$ cat src/hw/rtl/tq_map_mem.sv
module tq_map_mem #(
   parameter int MEMBERS = 1024,
   parameter int MW      = 10,
   parameter int TW      = 4
) (
   input  logic          clock,
   input  logic [MW-1:0] rd_addr,
   output logic [TW-1:0] rd_data,
   input  logic          wr_en,
   input  logic [MW-1:0] wr_addr,
   input  logic [TW-1:0] wr_data
);

   logic [TW-1:0] member_team_mem [MEMBERS];
   logic [TW-1:0] rd_data_ff;

   always_ff @(posedge clock) begin
      if (wr_en) begin
         member_team_mem[wr_addr] <= wr_data;
      end
      rd_data_ff <= member_team_mem[rd_addr];
   end

   assign rd_data = rd_data_ff;

endmodule

$ cat config.mk
export PLATFORM = sky130hd
export DESIGN_NAME = tq_map_mem
export DESIGN_NICKNAME = d
export VERILOG_FILES = /design/src/hw/rtl/tq_map_mem.sv
export SDC_FILE = /design/constraint.sdc
export NUM_CORES = 2
export LEC_CHECK = 0
export BUFFER_PORTS_ARGS = -buffer_cell sky130_fd_sc_hd__buf_4
export CAP_MARGIN = 10
export CORE_MARGIN = 2
export CORE_UTILIZATION = 35
export DETAILED_ROUTE_END_ITERATION = 16
export HOLD_SLACK_MARGIN = 0.1
export PLACE_DENSITY = 0.6
export SYNTH_ARGS = -nofsm -noshare
export SYNTH_HDL_FRONTEND = slang
export SYNTH_SLANG_ARGS = --single-unit
export TNS_END_PERCENT = 10
$ cat constraint.sdc
create_clock -name clock -period 5.7 [get_ports clock]
set_clock_uncertainty 0.2 [all_clocks]
set_input_delay 0.57 -clock clock [delete_from_list [all_inputs] [get_ports clock]]
set_output_delay 0.57 -clock clock [all_outputs]
set_load 0.02 [all_outputs]
# Yosys cells after proc, flatten, opt, wreduce, memory -nomap -nowiden
# Memories as Yosys holds them, arrays and structs flattened. A register that Yosys moved wholly into a read port is not among the register bits.
# Cells that the tools add are included.
dict set report totals {
  ram_bits 4096
  latchBits 0
  in_bits 26
  word_cells 3
  ff_bits 0
  out_inout_bits 4
  memories 1
  romBits 0
}
# name depth word_bits rd rd_ports_with_merged_regs wr line
set mem_list {}
lappend mem_list {member_team_mem 1024 4 1 1 1 14} ;# logic [TW-1:0] member_team_mem [MEMBERS];
dict set report classes {
  n_eq_ne 0
  mux 2
  add_sub_neg 0
  div_mod_pow 0
  magnitude_cmp 0
  bitwise 0
  reduce_logical 0
  shifts 0
  mul 0
}
# operator n
set op_table {}
lappend op_table {{two-way mux 1 bit} 2}

# Depth between registers and ports, before layout
dict set report logic_depth {
  ltp_word 2
  ltp_mapped 17
  depth_no_buf 8
}

# Least setup slack after synthesis
# OpenSTA, ideal clock, no wires.
dict set report synth_timing {
  path_kind {input -> register}
  from {input rd_addr[0]}
  to {register rd_data_ff[2], in the netlist rd_data[2], read port of member_team_mem}
  t_required_ns 5.370
  path_slack_ns 2.348
  n_path_buf 5
  cell_stages 12
  setup_ns 0.130
  arrival_time_ns 3.022
  cell_sequence {buf_6 > buf_6 > buf_6 > buf_4 > buf_2 > mux4_2 > a22oi_1 > a21oi_1 > nor4_1 > a211oi_1 > o41ai_1 > nand4_1}
}
# item line
set synth_lines {}
lappend synth_lines {{from (decl)} 7} ;# input logic [MW-1:0] rd_addr,
lappend synth_lines {{to (decl)} 15} ;# logic [TW-1:0] rd_data_ff;

==> flow_summary.yaml <==
floorplan:
  num_rows: 249
  die_h_um: 685
  initial_core_util_pct: 35.2
  dieArea_um2: 469000
  io-pin-count: 30
  die_x_um: 685
  core_area_um2: 460000
clock_tree:
  numClockSinks: 4100
  cts-resized-gates: 0
  tritoncts: "yes"
  clk_latency_ps: 990
  cts_buffer_depth: 4
  clk_pin_slew_ps: 70
  cts_made_buffers: 403
  clock-root-buffer: "clkbuf_16"
  cts.htree.levels: 5
synth:
  ys_seq_area_share_pct: 75.9
  synth_cells: 8290
  synth_nets: 8316
  yosysWarnings: 0
  synth_area_per_cell_um2: 19.6
  async_flop_share_pct: 0
  yosys_most_used_dff: "edfxtp_1"
  synth_area_um2: 162000
  synth_edf_count: 4096
  synth_cell_type_count: 76
  synth-seq-cells: 4100
global_route:
  grt_overflow_total: 0
  grt_max_degree: 197
  grtUsageTotal_pct: 19.5
  antenna_found_initial: 40
  first_global_vias: 85700
  grt_first_pass_wirelength_mm: 660
worst_setup_path:
  worst_setup_path_end_kind: "flop"
  worst_path_most_repeated_cell: "buf_4"
  cp_cell_sequence: "buf_4, buf_12, nor2b_4, buf_4, buf_4, a22oi_1, a21oi_1, or2_2, o211ai_1, nor3_1, nand4_1, nand4_1"
  path_max_fanout: 25
  regToRegSetupSlack_ps: 2260
  critPathTopFamily: "simple AND/OR/NAND/NOR gates"
  cp_data_required_time_ps: 6410
  critPathLaunchType: "primary input"
  crit_buf_inv: 4
  slowest_stage: "nor3_1"
  arrival_ps: 4860
  cpPeakStageDelay_ps: 720
  crit_type: "in2reg"
flow_run:
  drv_cap: 0
route:
  routed_via_density: 5.68
  totalWireLength_mm: 468
  routedWlPerCell_um: 31.3
  drc: 0
  dr.pass1.iters: 7
  ant_nets: 0
  drt_iter0_markers: 12800
  via_count: 85200
final_layout:
  final_common_cell: "edfxtp_1"
  fin_cells: 15000
  fillerInstances: 40500
  final_cell_mix: "edfxtp_1 (4096), nor2_1 (1099), mux4_2 (875)"
  nNetsFinal: 8514
  multi_input_area_um2: 36300
  final_layout_size_suffix_gt1_share_pct: 22.0
  seqCellArea_um2: 123000
  syn2layout_area_growth_pct: 13.9
place:
  place_inst: 14200
  dpl.hpwl_mm: 290
  routabilityCongestion: 0.875
  portBuffers: 29
pwr:
  p_leak_nw: 56.5
  power_density_nw_per_um2: 347
  max-vdd-ir-drop_mv: 0.246
timing:
  fin_crit_sh_pct: 72.9
  fin_crit_ps: 4150
  grt_setup_unrepaired: "false"
  clock.fmax_mhz: 241
  relSlewSlack_pct: 12.1
  setup_viol: 0
  finalHoldViolCount: 0
  max_slew.worst_pin.slew_ps: 1320
  tns_ps: 0
  hold_ws_ps: 309
  finalMaxSlewViolations: 0
worst_hold_path:
  min_path_type: "in2reg"
outcome:
  status: "complete, no violations"
-- flip-flops by register name, indices dropped and copies added (netlist names) --
| signal | cells |
|---|---|
| member_team_mem | 4096 |
| rd_data | 4 |
-- Yosys cell counts (21+ instances only) --
cell | count | share of area (%)
o221ai_1 | 168 | 0.91
clkbuf_1 | 300 | 0.69
nor4_1 | 21 | 0.081
nand2_1 | 166 | 0.38
a21oi_1 | 129 | 0.40
o22ai_1 | 89 | 0.34
edfxtp_1 | 4096 | 76
mux4_2 | 875 | 12
mux2_2 | 23 | 0.16
a221oi_1 | 29 | 0.16
buf_1 | 84 | 0.19
nor2_1 | 1103 | 2.6
a22oi_1 | 80 | 0.37
nand3_1 | 62 | 0.19
buf_6 | 81 | 0.56
buf_4 | 60 | 0.28
o21ai_0 | 66 | 0.20
mux2i_1 | 461 | 2.8
nor3_1 | 100 | 0.31
buf_2 | 64 | 0.20
-- worst register-to-register path, stage by stage (launching register included) --
cell and delay (ps):
edfxtp_1 380, mux4_2 470, mux4_2 500, o22ai_1 780, or2_2 310, nor4_1 70, o41ai_2 440, nand3_1 160
-- per-stage QoR --
step / utilization [%] / area (um2) / total power [mW] / worst slack (ps)
after floorplan: - / 162000 / 35.5 / 2350
after global placement: 37.1 / 171000 / 37.0 / 531
after detailed placement: 37.1 / 171000 / 37.1 / 809
after CTS: 40.1 / 185000 / 64.3 / 1830
after global routing: 40.1 / 185000 / 65.5 / 1620
final: 40.1 / 185000 / 64.1 / 1550
-- where the power goes --
group	internal, mW	switching, mW	leakage (nW)	total [mW]
combinational	1.07	2.18	13.0	3.26
clock	16.0	11.6	6.64	27.6
sequential	33.2	0.0295	36.8	33.2
total	50.3	13.8	56.5	64.1
-- logic make-up (layout without fill, tap and decap cells) --
| kind of cell | count (synthesis) | after routing | synth area share [%] |
|---|---|---|---|
| AOI/OAI and AO/OA | 674 | 674 | 2.96 |
| and+or+nand+nor | 1560 | 1560 | 3.99 |
| DFF | 4100 | 4100 | 75.9 |
| muxes | 1359 | 1359 | 15.2 |
| other | 0 | 16 | 0 |
| buffers and inverters | 597 | 1128 | 1.96 |
-- metal layers --
layer / vias to the layer above / routed length, um / global-route usage [%]
met1: 45300 / 183000 / 26.6
met5: - / 40 / 0
met2: 4726 / 224000 / 31.5
li1: 34400 / - / -
met3: 775 / 45300 / 3.77
met4: 6 / 16600 / 6.53
-- repair_timing --
action,4_1_cts,5_1_grt
setup buffers,0,0
hold buffers,11,0
hold endpoints to repair,349,0
-- cell type report --
cell class,instances,share of cell area [%]
flip-flops and latches,4100,66.7
multi-input cells,3593,19.7
clock buffers,480,5.68
well taps,6149,4.17
repair buffers,384,2.10
clock inverters,258,1.70
diodes,16,0.0217
inverters,6,0.0197
-- worst paths after layout --
kind	start	depth (start not counted)	to
worst min-delay path	rd_addr[9]	5	rd_data[0]
worst min register to register	member_team_mem[268][3]	5	rd_data[3]
worst max register to register	member_team_mem[657][1]	7	rd_data[1]
worst max-delay path	rd_addr[3]	12	rd_data[2]
Power figures use the tool's default switching activity.
