`config.mk`:
```
export PLATFORM = sky130hd
export DESIGN_NAME = tq_order
export DESIGN_NICKNAME = d
export VERILOG_FILES = /design/src/hw/rtl/tq_pkg.sv /design/src/hw/rtl/tq_order.sv
export SDC_FILE = /design/constraint.sdc
export NUM_CORES = 1
export LEC_CHECK = 0
export BUFFER_PORTS_ARGS = -buffer_cell sky130_fd_sc_hd__buf_4
export CAP_MARGIN = 20
export CORE_MARGIN = 10
export CORE_UTILIZATION = 30
export DETAILED_ROUTE_END_ITERATION = 12
export HOLD_SLACK_MARGIN = 0.03
export PLACE_DENSITY_LB_ADDON = 0.05
export SLEW_MARGIN = 20
export SYNTH_ARGS = -nofsm -noshare
export SYNTH_HDL_FRONTEND = slang
export SYNTH_SLANG_ARGS = --single-unit
export TNS_END_PERCENT = 1
```
`constraint.sdc`:
```
create_clock -name clock -period 1.76 [get_ports clock]
set_input_delay 0.264 -clock clock [delete_from_list [all_inputs] [get_ports clock]]
set_output_delay 0.264 -clock clock [all_outputs]
set_load 0.02 [all_outputs]
```
`src/hw/rtl/tq_pkg.sv`:
```
package tq_pkg;

   localparam int FUNC_W    = 2;
   localparam int MEMBER_W  = 10;
   localparam int TEAM_ID_W = 4;
   localparam int STATUS_W  = 2;

   localparam logic [FUNC_W-1:0] FUNC_MAP     = 2'd0;
   localparam logic [FUNC_W-1:0] FUNC_ENQUEUE = 2'd1;
   localparam logic [FUNC_W-1:0] FUNC_DEQUEUE = 2'd2;
   localparam logic [FUNC_W-1:0] FUNC_CLEAR   = 2'd3;

   localparam logic [STATUS_W-1:0] STATUS_OK    = 2'd0;
   localparam logic [STATUS_W-1:0] STATUS_EMPTY = 2'd1;
   localparam logic [STATUS_W-1:0] STATUS_FULL  = 2'd2;

   // Requests from the sequencer to the team order ring.
   typedef struct packed {
      logic push;
      logic pop;
      logic clear;
   } tq_order_ctl_type;

endpackage

```
`src/hw/rtl/tq_order.sv`:
```
module tq_order #(
   parameter int TEAMS = 16,
   parameter int TW    = 4,
   parameter int OCW   = 5
) (
   input  logic                     clock,
   input  logic                     reset,
   input  tq_pkg::tq_order_ctl_type ctl,
   input  logic [TW-1:0]            push_team,
   output logic [TW-1:0]            head_team,
   output logic                     empty
);

   logic [TW-1:0]  ring_mem [TEAMS];
   logic [TW-1:0]  head_team_ff;
   logic [TW-1:0]  head_ff, head_in;
   logic [OCW-1:0] count_ff, count_in;
   logic [OCW:0]   tail_sum;
   logic [TW-1:0]  tail;

   // A team is only pushed while absent, so the count is below TEAMS and
   // one conditional subtraction wraps the tail.
   assign tail_sum = (OCW+1)'(head_ff) + (OCW+1)'(count_ff);
   assign tail     = (tail_sum >= (OCW+1)'(TEAMS)) ? TW'(tail_sum - (OCW+1)'(TEAMS))
                                                   : TW'(tail_sum);

   always_comb begin
      head_in  = head_ff;
      count_in = count_ff;
      if (ctl.clear) begin
         head_in  = '0;
         count_in = '0;
      end else if (ctl.push) begin
         count_in = count_ff + OCW'(1);
      end else if (ctl.pop) begin
         head_in  = (head_ff == TW'(TEAMS - 1)) ? '0 : head_ff + TW'(1);
         count_in = count_ff - OCW'(1);
      end
   end

   always_ff @(posedge clock) begin
      if (reset) begin
         head_ff  <= '0;
         count_ff <= '0;
      end else begin
         head_ff  <= head_in;
         count_ff <= count_in;
      end
   end

   always_ff @(posedge clock) begin
      if (ctl.push && !ctl.clear) begin
         ring_mem[tail] <= push_team;
      end
      head_team_ff <= ring_mem[head_ff];
   end

   assign head_team = head_team_ff;
   assign empty     = (count_ff == '0);

endmodule

```
# After elaboration in Yosys (flattened, before gate mapping)
# Memory sizes are Yosys's and may differ from the RTL's. A register that Yosys moved wholly into a read port is not among the register bits.
# Index checks and enable logic that the tools add are counted.
# classes
n_eq_ne	1
magnitude_cmp	1
reduce_logical	6
n_mux	6
bitwise	1
add_sub_neg	5
# ops
op	count
$mux W5	2
$mux W4	2
$add A4 B5 Y6	1
$ge A6 B5 Y1 const B	1
$add A5 B1 Y5 const B	1
$logic_not A5 Y1	1
$sub A5 B1 Y5 const B	1
$add A4 B1 Y4 const B	1
$eq A4 B4 Y1 const B	1
$sub A4 B1 Y4 const B	1
$mux W1	2
$reduce_and A2 Y1	1
$reduce_bool A2 Y1	1
$reduce_or A2 Y1	1
$logic_and A1 B1 Y1	1
$logic_not A1 Y1	1
$not A1 Y1	1
# word_totals
ram_bits	64
register_bits	9
memories	1
# memory_table
memory	depth	word_bits	rd	rd_clocked_by_memory_dff	write_ports	line_no	source
ring_mem	16	4	1	1	1	tq_order.sv:14	logic [TW-1:0] ring_mem [TEAMS];

# Logic depth before layout (Yosys ltp)
# Gate-level depths: netlist of the first run.
# logic_depth
ltp_word	4
ltp_mapped	6
depth_no_buf	6

# Worst setup path after synthesis of the first run
# No wires, ideal clock.
# synth_path
kind	register to register
start	reg head_ff[0]
end	mem ring_mem[12][0] (enable)
arrival_time_ns	1.502
path_buffers	0
setup_time_ns	0.329
path_stages_with_launch	6
t_required_ns	1.431
setup_slack_ns	-0.071
cell_sequence	dfxtp_1 -> ha_1 -> or3b_1 -> nor2_1 -> mux2i_1 -> nor2_1
# synth_between
elab_chain_cells	3
word_cells_on_any_way	4
cone_classes	add/sub: 2; order compare: 1; mux: 1
# synth_lines
element	line_no	source
start: declaration	tq_order.sv:16	logic [TW-1:0] head_ff, head_in;
start signal: assignment	tq_order.sv:46	head_ff <= head_in;
$add A4 B5 Y6 *	tq_order.sv:23	assign tail_sum = (OCW+1)'(head_ff) + (OCW+1)'(count_ff);
$ge A6 B5 Y1 or $sub A4 B1 Y4 (tied branches)	tq_order.sv:24	assign tail = (tail_sum >= (OCW+1)'(TEAMS)) ? TW'(tail_sum - (OCW+1)'(TEAMS))
$mux W4 *	tq_order.sv:24	
end: declaration	tq_order.sv:14	
# Mark *: on every way between the ends. The rest lies on a longest branch, timed or not.

# Worst setup path in the final report of the first run
# layout_path
start	reg count_ff[1]
end	mem ring_mem[0][2] (enable)
# layout_between
elab_chain_cells	3
word_cells_on_any_way	4
cone_classes	add/sub: 2; order compare: 1; mux: 1
# layout_lines
element	line_no	source
start: declaration	tq_order.sv:17	logic [OCW-1:0] count_ff, count_in;
start signal: assignment	tq_order.sv:47	count_ff <= count_in;
$add A4 B5 Y6 *	tq_order.sv:23	
$ge A6 B5 Y1 or $sub A4 B1 Y4 (tied branches)	tq_order.sv:24	
$mux W4 *	tq_order.sv:24	
# Marks and branches as above.

==> results of run 1 <==
-- area by class of cell --
| cell class | count | area, µm² |
|---|---|---|
| Fill cell | 963 | 6450 |
| Sequential cell | 77 | 2190 |
| Multi-Input combinational cell | 123 | 1370 |
| Timing Repair Buffer | 40 | 352 |
| Tap cell | 140 | 175 |
| Clock buffer | 10 | 128 |
| Clock inverter | 6 | 111 |
| Inverter | 4 | 15.0 |
-- where the power goes --
part / internal, µW / total, µW / switching [µW] / leakage (µW)
clock network: 945 / 1590 / 641 / 0.000117
logic: 145 / 325 / 180 / 0.000659
registers: 2000 / 2010 / 15.6 / 0.000686
-- critical path, cell delays in order (launching register included) --
cell and delay (ns):
dfxtp_4 0.36, ha_4 0.21, a21o_1 0.19, a21oi_4 0.18, buf_12 0.14, mux2i_4 0.35, buf_6 0.15, nor2_4 0.05
-- what timing repair did --
item | 4_1_cts | 5_1_grt
pin swaps | 9 | 10
buffers inserted | 6 | 0
resized for setup | 40 | 17
endpoints found under the setup margin | 69 | 70
hold buffers | 0 | 0
-- routing by layer --
layer  share of wire  vias up  wire [µm]  global-route usage
met5               0        -          0                   0
met4           0.015        0        112              0.0312
met3           0.031        9        228              0.0306
met2            0.52       31       3810               0.170
met1            0.44      942       3230               0.114
li1                -      901          -                   -
-- kinds of logic (layout without fill, tap and decap cells) --
group	count (synthesis)	count (layout)
muxes	20	20
and+or+nand+nor	65	65
adders and majority gates	9	9
buffers and inverters	10	60
DFF	77	77
xor gates and xnor gates	6	6
AOI/OAI and AO/OA	23	23
-- sequential cells by signal (all words and copies together) (netlist names) --
signal / count
count_ff: 5
ring_mem: 64
head_team: 4
head_ff: 4
-- path summary, 6_finish.rpt --
kind | start | endpoint | cells after the start
worst min register to register | count_ff[3] | count_ff[3] | 2
worst min-delay path | reset | count_ff[3] | 4
worst max register to register | count_ff[1] | ring_mem[0][2] | 7
worst max-delay path | count_ff[1] | ring_mem[0][2] | 7
-- cell usage after synthesis --
| library cell | number |
|---|---|
| xor2_1 | 3 |
| and3_1 | 1 |
| a21oi_1 | 6 |
| nor2b_1 | 6 |
| buf_2 | 4 |
| clkbuf_1 | 1 |
| a21oi_2 | 1 |
| nand3b_1 | 1 |
| or2_2 | 1 |
| nand3_1 | 3 |
| mux2i_1 | 4 |
| dfxtp_1 | 13 |
| nand2b_1 | 4 |
| fa_1 | 2 |
| xnor2_1 | 3 |
| a221o_1 | 1 |
| ha_1 | 7 |
| or3b_1 | 1 |
| nand2_1 | 13 |
| a211oi_1 | 2 |
| a21o_1 | 2 |
| or4_1 | 2 |
| a22oi_1 | 8 |
| edfxtp_1 | 64 |
| mux4_1 | 8 |
| and2_1 | 1 |
| nor3_1 | 2 |
| or3_1 | 1 |
| inv_1 | 4 |
| o211ai_1 | 1 |
| mux4_2 | 8 |
| buf_6 | 1 |
| nor2_1 | 29 |
| o21ai_0 | 2 |
-- metrics by stage --
stage | total power, µW | setup TNS, ns | util
3_5_place_dp | 2320 | -11.74 | 0.349
3_3_place_gp | 2310 | -11.47 | 0.349
4_1_cts | 3970 | -5.45 | 0.395
5_1_grt | 4100 | -8.53 | 0.402
6_report | 3920 | -4.40 | 0.402
2_1_floorplan | 2190 | -2.07 | -
-- layout by cell type, fill, tap and decap left out, types with 4 or more instances in the layout --
master	count
buf_6	7
nor2_4	18
clkbuf_8	9
mux4_1	8
a21oi_1	6
inv_1	4
nand2_1	11
a22oi_1	8
dfxtp_1	9
nor2_1	9
mux4_2	8
buf_4	31
nor2b_1	5
ha_1	4
edfxtp_1	64
==> flow_metrics.py, run 1 <==
metrics = {
    "timing": {
        "finalSetupViolCount": 67,
        "slew_headroom": 0.596,
        "fin_skew_ns": 0.0119,
        "final_hold_viol_count": 0,
        "period_needed_ns": 1.88,
        "hold_slack_ns": 0.238,
        "rsz0062_at_grt": "true",
        "setup_slack_ns": -0.120,
        "fin_crit_sh": 1.07,
        "worst_pin_slew_ns": 0.604,
        "drv_slew": 0,
        "max_freq_mhz": 532,
    },
    "clocking": {
        "clkTransAtPathRegs_ns": 0.09,
        "clock_sinks": 77,
        "cts_buffers": 9,
        "cts-root-buf": "clkbuf_8",
        "clockBufferDepth": 2,
        "cts_tree": "done",
        "h-tree-depth": 3,
        "clk_latency_ns": 0.34,
    },
    "routing": {
        "ant_nets": 0,
        "drt_wl_total_um": 7380,
        "drt-initial-drc-count": 87,
        "drc_errors": 0,
        "wl_per_cell_um": 18.5,
        "num_vias": 1883,
        "firstDrtPassIters": 4,
        "via_per_inst": 4.71,
    },
    "synth": {
        "synthTopCellsByArea": "edfxtp_1 (58%), dfxtp_1 (7.9%), mux4_1 (6.4%), mux4_2 (5.5%), nor2_1 (3.3%)",
        "synth_mux_area_frac": 0.130,
        "yosysTopAreaCellShare": 0.582,
        "mappedNetlistArea_mm2": 0.00330,
        "synth_warnings": 0,
        "synth_xor_xnor_area_share": 0.0159,
        "synth_cell_types": 34,
        "yosys.area.top_type": "edfxtp_1",
        "seq_area_frac_synth": 0.661,
        "syn_nets": 228,
        "synth_compound_area_frac": 0.0474,
        "synth_simple_gate_area_share": 0.0914,
        "syn_inst": 210,
        "syn_avg_cell_area_um2": 15.7,
        "synth_top_family_by_area": "multiplexers",
        "synthAdderAreaFrac": 0.0387,
        "ys_ff_latch": 77,
    },
    "grt": {
        "grt_pass1_wl_um": 12000,
        "grt_pass1_vias": 2170,
        "grt_max_degree": 22,
        "grt-ovfl-total": 0,
        "grt.total_usage": 0.0985,
        "grt_antenna_before_repair": 0,
    },
    "placed_design": {
        "gp_congestion": 0.751,
        "placed_area_mm2": 0.00377,
        "hpwl_um": 5380,
        "place_inst": 379,
        "io_buffer_count": 13,
        "dp_worst_setup_slack_ns": -0.255,
    },
    "floorplanning": {
        "rows": 38,
        "start_util": 0.306,
        "die_h_um": 125,
        "dieArea_mm2": 0.0156,
        "die_w_um": 125,
        "pin_count": 14,
        "design.core.area_mm2": 0.0108,
    },
    "finish": {
        "fin_area_mm2": 0.00434,
        "fin_cells": 400,
        "post_route_cells_drive_above_1_share": 0.408,
        "area_growth_pct": 31.6,
        "final_nets": 273,
        "antenna_cells": 0,
    },
    "outcome": {
        "violations": "negative setup slack",
        "status": "finished, violations left",
    },
    "setup_path": {
        "criticalPathCategory": "register to register",
        "cp.required_ns": 1.86,
        "reg2reg_setup_slack_ns": -0.12,
        "crit_fanout": 4,
        "cp-start-kind": "register",
        "crit_path_end_kind": "register",
        "cp.arrival_ns": 1.98,
    },
    "power": {
        "p_leak_uw": 0.00146,
        "powerDensity_mw_per_mm2": 904,
        "ir_worst_vdd_uv": 324,
    },
    "hold_path": {
        "hold_path.class": "input port to register",
    },
    "job": {
        "max_cap_violations": 0,
    },
}
Power figures use the tool's default switching activity.
==> inputs of run 2 (changes only) <==
Settings changed: CTS_BUF_LIST set to sky130_fd_sc_hd__clkbuf_2, RECOVER_POWER set to 50.
==> run 2 against run 1 <==
Compared with the run above: global-route usage is essentially flat; cell area down 3.5%; sequential power about the same; sequential cell count is the same; largest cell class unchanged; clock power decreased by 21%; setup slack got worse by 0.097 ns; maximum frequency is 4.9% lower; sequential share of layout area up 1.8 points; clock skew is 0.022 ns higher; core utilization is 1.4 points lower; first-iteration DRC count increased by 8.0%; die area stayed put; the flow still finishes with violations (negative setup slack).
==> flow_metrics.py, run 2 (synthesis results as in run 1) <==
metrics = {
    "finish": {
        "seqCellArea_mm2": 0.00219,
        "top_register": "ring_mem",
        "layout_common_cells": "edfxtp_1 (64), buf_4 (29), nor2_4 (16), nor2_1 (12), nand2_1 (11)",
        "largest_register_ffs": 64,
        "mostFrequentLayoutCell": "edfxtp_1",
        "top_regs": "ring_mem (64), count_ff (5)",
        "antenna_cells": 0,
        "fill_cells": 983,
        "post_route_cells_drive_above_1_share": 0.371,
        "final_nets": 277,
        "final_util": 0.388,
        "area_growth_pct": 27.0,
        "multi_input_area_mm2": 0.00129,
    },
    "setup_path": {
        "criticalPathCategory": "register to output port",
        "crit_path_end_kind": "output port",
        "reg2reg_from": "head_ff[1]",
        "critical-path-top-delay-family": "simple AND/OR/NAND/NOR gates",
        "critPathSlowestCell": "or4_4",
        "crit_fanout": 2,
        "crit_path_cell_trace": "buf_6 -> or4_4 -> nor2_4 -> buf_6",
        "worstReg2RegEnd": "ring_mem[5][3]",
        "path_buf_inv": 2,
        "rr_worst_depth": 6,
        "cp.arrival_ns": 1.71,
        "cp.required_ns": 1.50,
        "reg2reg_setup_slack_ns": -0.20,
        "cp_common_cell": "buf_6",
        "slowest_delay_ns": 0.49,
        "cp-start-kind": "register",
    },
    "timing": {
        "period_needed_ns": 1.98,
        "rsz0062_at_grt": "true",
        "slew_headroom": 0.459,
        "fin_crit_sh": 1.12,
        "max_freq_mhz": 506,
        "fin_skew_ns": 0.0339,
        "drv_slew": 0,
        "finalSetupTns_ns": -9.32,
        "final_hold_viol_count": 0,
        "hold_slack_ns": 0.136,
        "worst_pin_slew_ns": 0.812,
        "finalSetupViolCount": 65,
        "setup_slack_ns": -0.217,
    },
    "routing": {
        "num_vias": 1921,
        "drc_errors": 0,
        "firstDrtPassIters": 4,
        "wl_per_cell_um": 18.3,
        "via_per_inst": 4.75,
        "drt_wl_total_um": 7410,
        "ant_nets": 0,
        "drt-initial-drc-count": 94,
    },
    "placed_design": {
        "io_buffer_count": 13,
        "hpwl_um": 5380,
        "dp_worst_setup_slack_ns": -0.255,
        "gp_congestion": 0.751,
    },
    "clocking": {
        "cts_buffers": 9,
        "clock_sinks": 77,
        "clockBufferDepth": 2,
        "cts_tree": "done",
        "cts-root-buf": "clkbuf_2",
        "h-tree-depth": 3,
        "clk_latency_ns": 0.53,
        "clkTransAtPathRegs_ns": 0.23,
    },
    "floorplanning": {
        "design.core.area_mm2": 0.0108,
        "start_util": 0.306,
        "pin_count": 14,
        "die_h_um": 125,
        "rows": 38,
        "die_w_um": 125,
        "dieArea_mm2": 0.0156,
    },
    "outcome": {
        "violations": "negative setup slack",
        "status": "finished, violations left",
    },
    "grt": {
        "grt_pass1_wl_um": 12000,
        "grt.total_usage": 0.0982,
        "grtUsageMet2": 0.166,
        "grt_util_met1": 0.115,
        "grt_antenna_before_repair": 0,
        "grtUsageMet3": 0.0311,
        "top_usage_layer": "met2",
        "grt-ovfl-total": 0,
        "grt_max_degree": 22,
        "grt_pass1_vias": 2131,
    },
    "power": {
        "powerDensity_mw_per_mm2": 857,
        "ir_worst_vdd_uv": 327,
        "p_leak_uw": 0.00143,
    },
    "hold_path": {
        "hold_path.class": "input port to register",
        "worstHoldPathCells": 5,
        "whs_endpoint": "count_ff[3]",
        "min_from": "ctl[0]",
    },
    "job": {
        "max_cap_violations": 0,
    },
}
## run 2: what timing repair did
item,in CTS,in global routing
resized for setup,12,31
endpoints found under the hold margin,14,2
hold buffers,4,1
pin swaps,2,5
buffers inserted,1,3
endpoints found under the setup margin,69,69
## run 2: area by class of cell
class / instances / area share
inverter: 4 / 0.00358
timing repair buffer: 44 / 0.0857
sequential: 77 / 0.522
multi-input combinational: 123 / 0.308
clock buffer: 10 / 0.0119
clock inverter: 6 / 0.0266
tap: 140 / 0.0418
## run 2: metal layers
| metal | up-vias | share of wire |
|---|---|---|
| li1 | 908 | - |
| met1 | 964 | 0.44 |
| met2 | 39 | 0.51 |
| met3 | 10 | 0.037 |
| met4 | 0 | 0.013 |
| met5 | - | 0 |
## run 2: how the worst max path moves through the flow
| stage | cells past startpoint | end | from | slack [ns] |
|---|---|---|---|---|
| final | 4 | empty | count_ff[0] | -0.22 |
| after detailed placement | 6 | ring_mem[10][0] | head_ff[0] | -0.26 |
| after floorplan | 5 | ring_mem[5][0] | count_ff[1] | -0.05 |
| after CTS | 4 | empty | count_ff[1] | -0.32 |
| after global placement | 6 | ring_mem[10][3] | head_ff[0] | -0.24 |
| after global routing | 4 | empty | count_ff[0] | -0.32 |
## run 2: stage by stage
step | instance area, µm² | cells | power, µW
6_report | 4190 | 404 | 3590
4_1_cts | 4010 | 400 | 3590
5_1_grt | 4190 | 404 | 3750
2_1_floorplan | 3360 | 210 | 2190
3_5_place_dp | 3770 | 379 | 2320
3_3_place_gp | 3770 | 379 | 2310
## run 2: power by group
group	leakage (µW)	internal [µW]	switching, µW
Clock	0.0000925	621	629
Sequential	0.000685	2000	14.6
Combinational	0.000651	147	179
## run 2: worst reg2reg max path, cell delays in order (launching register included)
cell	delay, ns
dfxtp_1	0.42
ha_4	0.22
a21o_1	0.18
a21oi_4	0.30
mux2i_4	0.37
nor2_1	0.09
buf_4	0.16
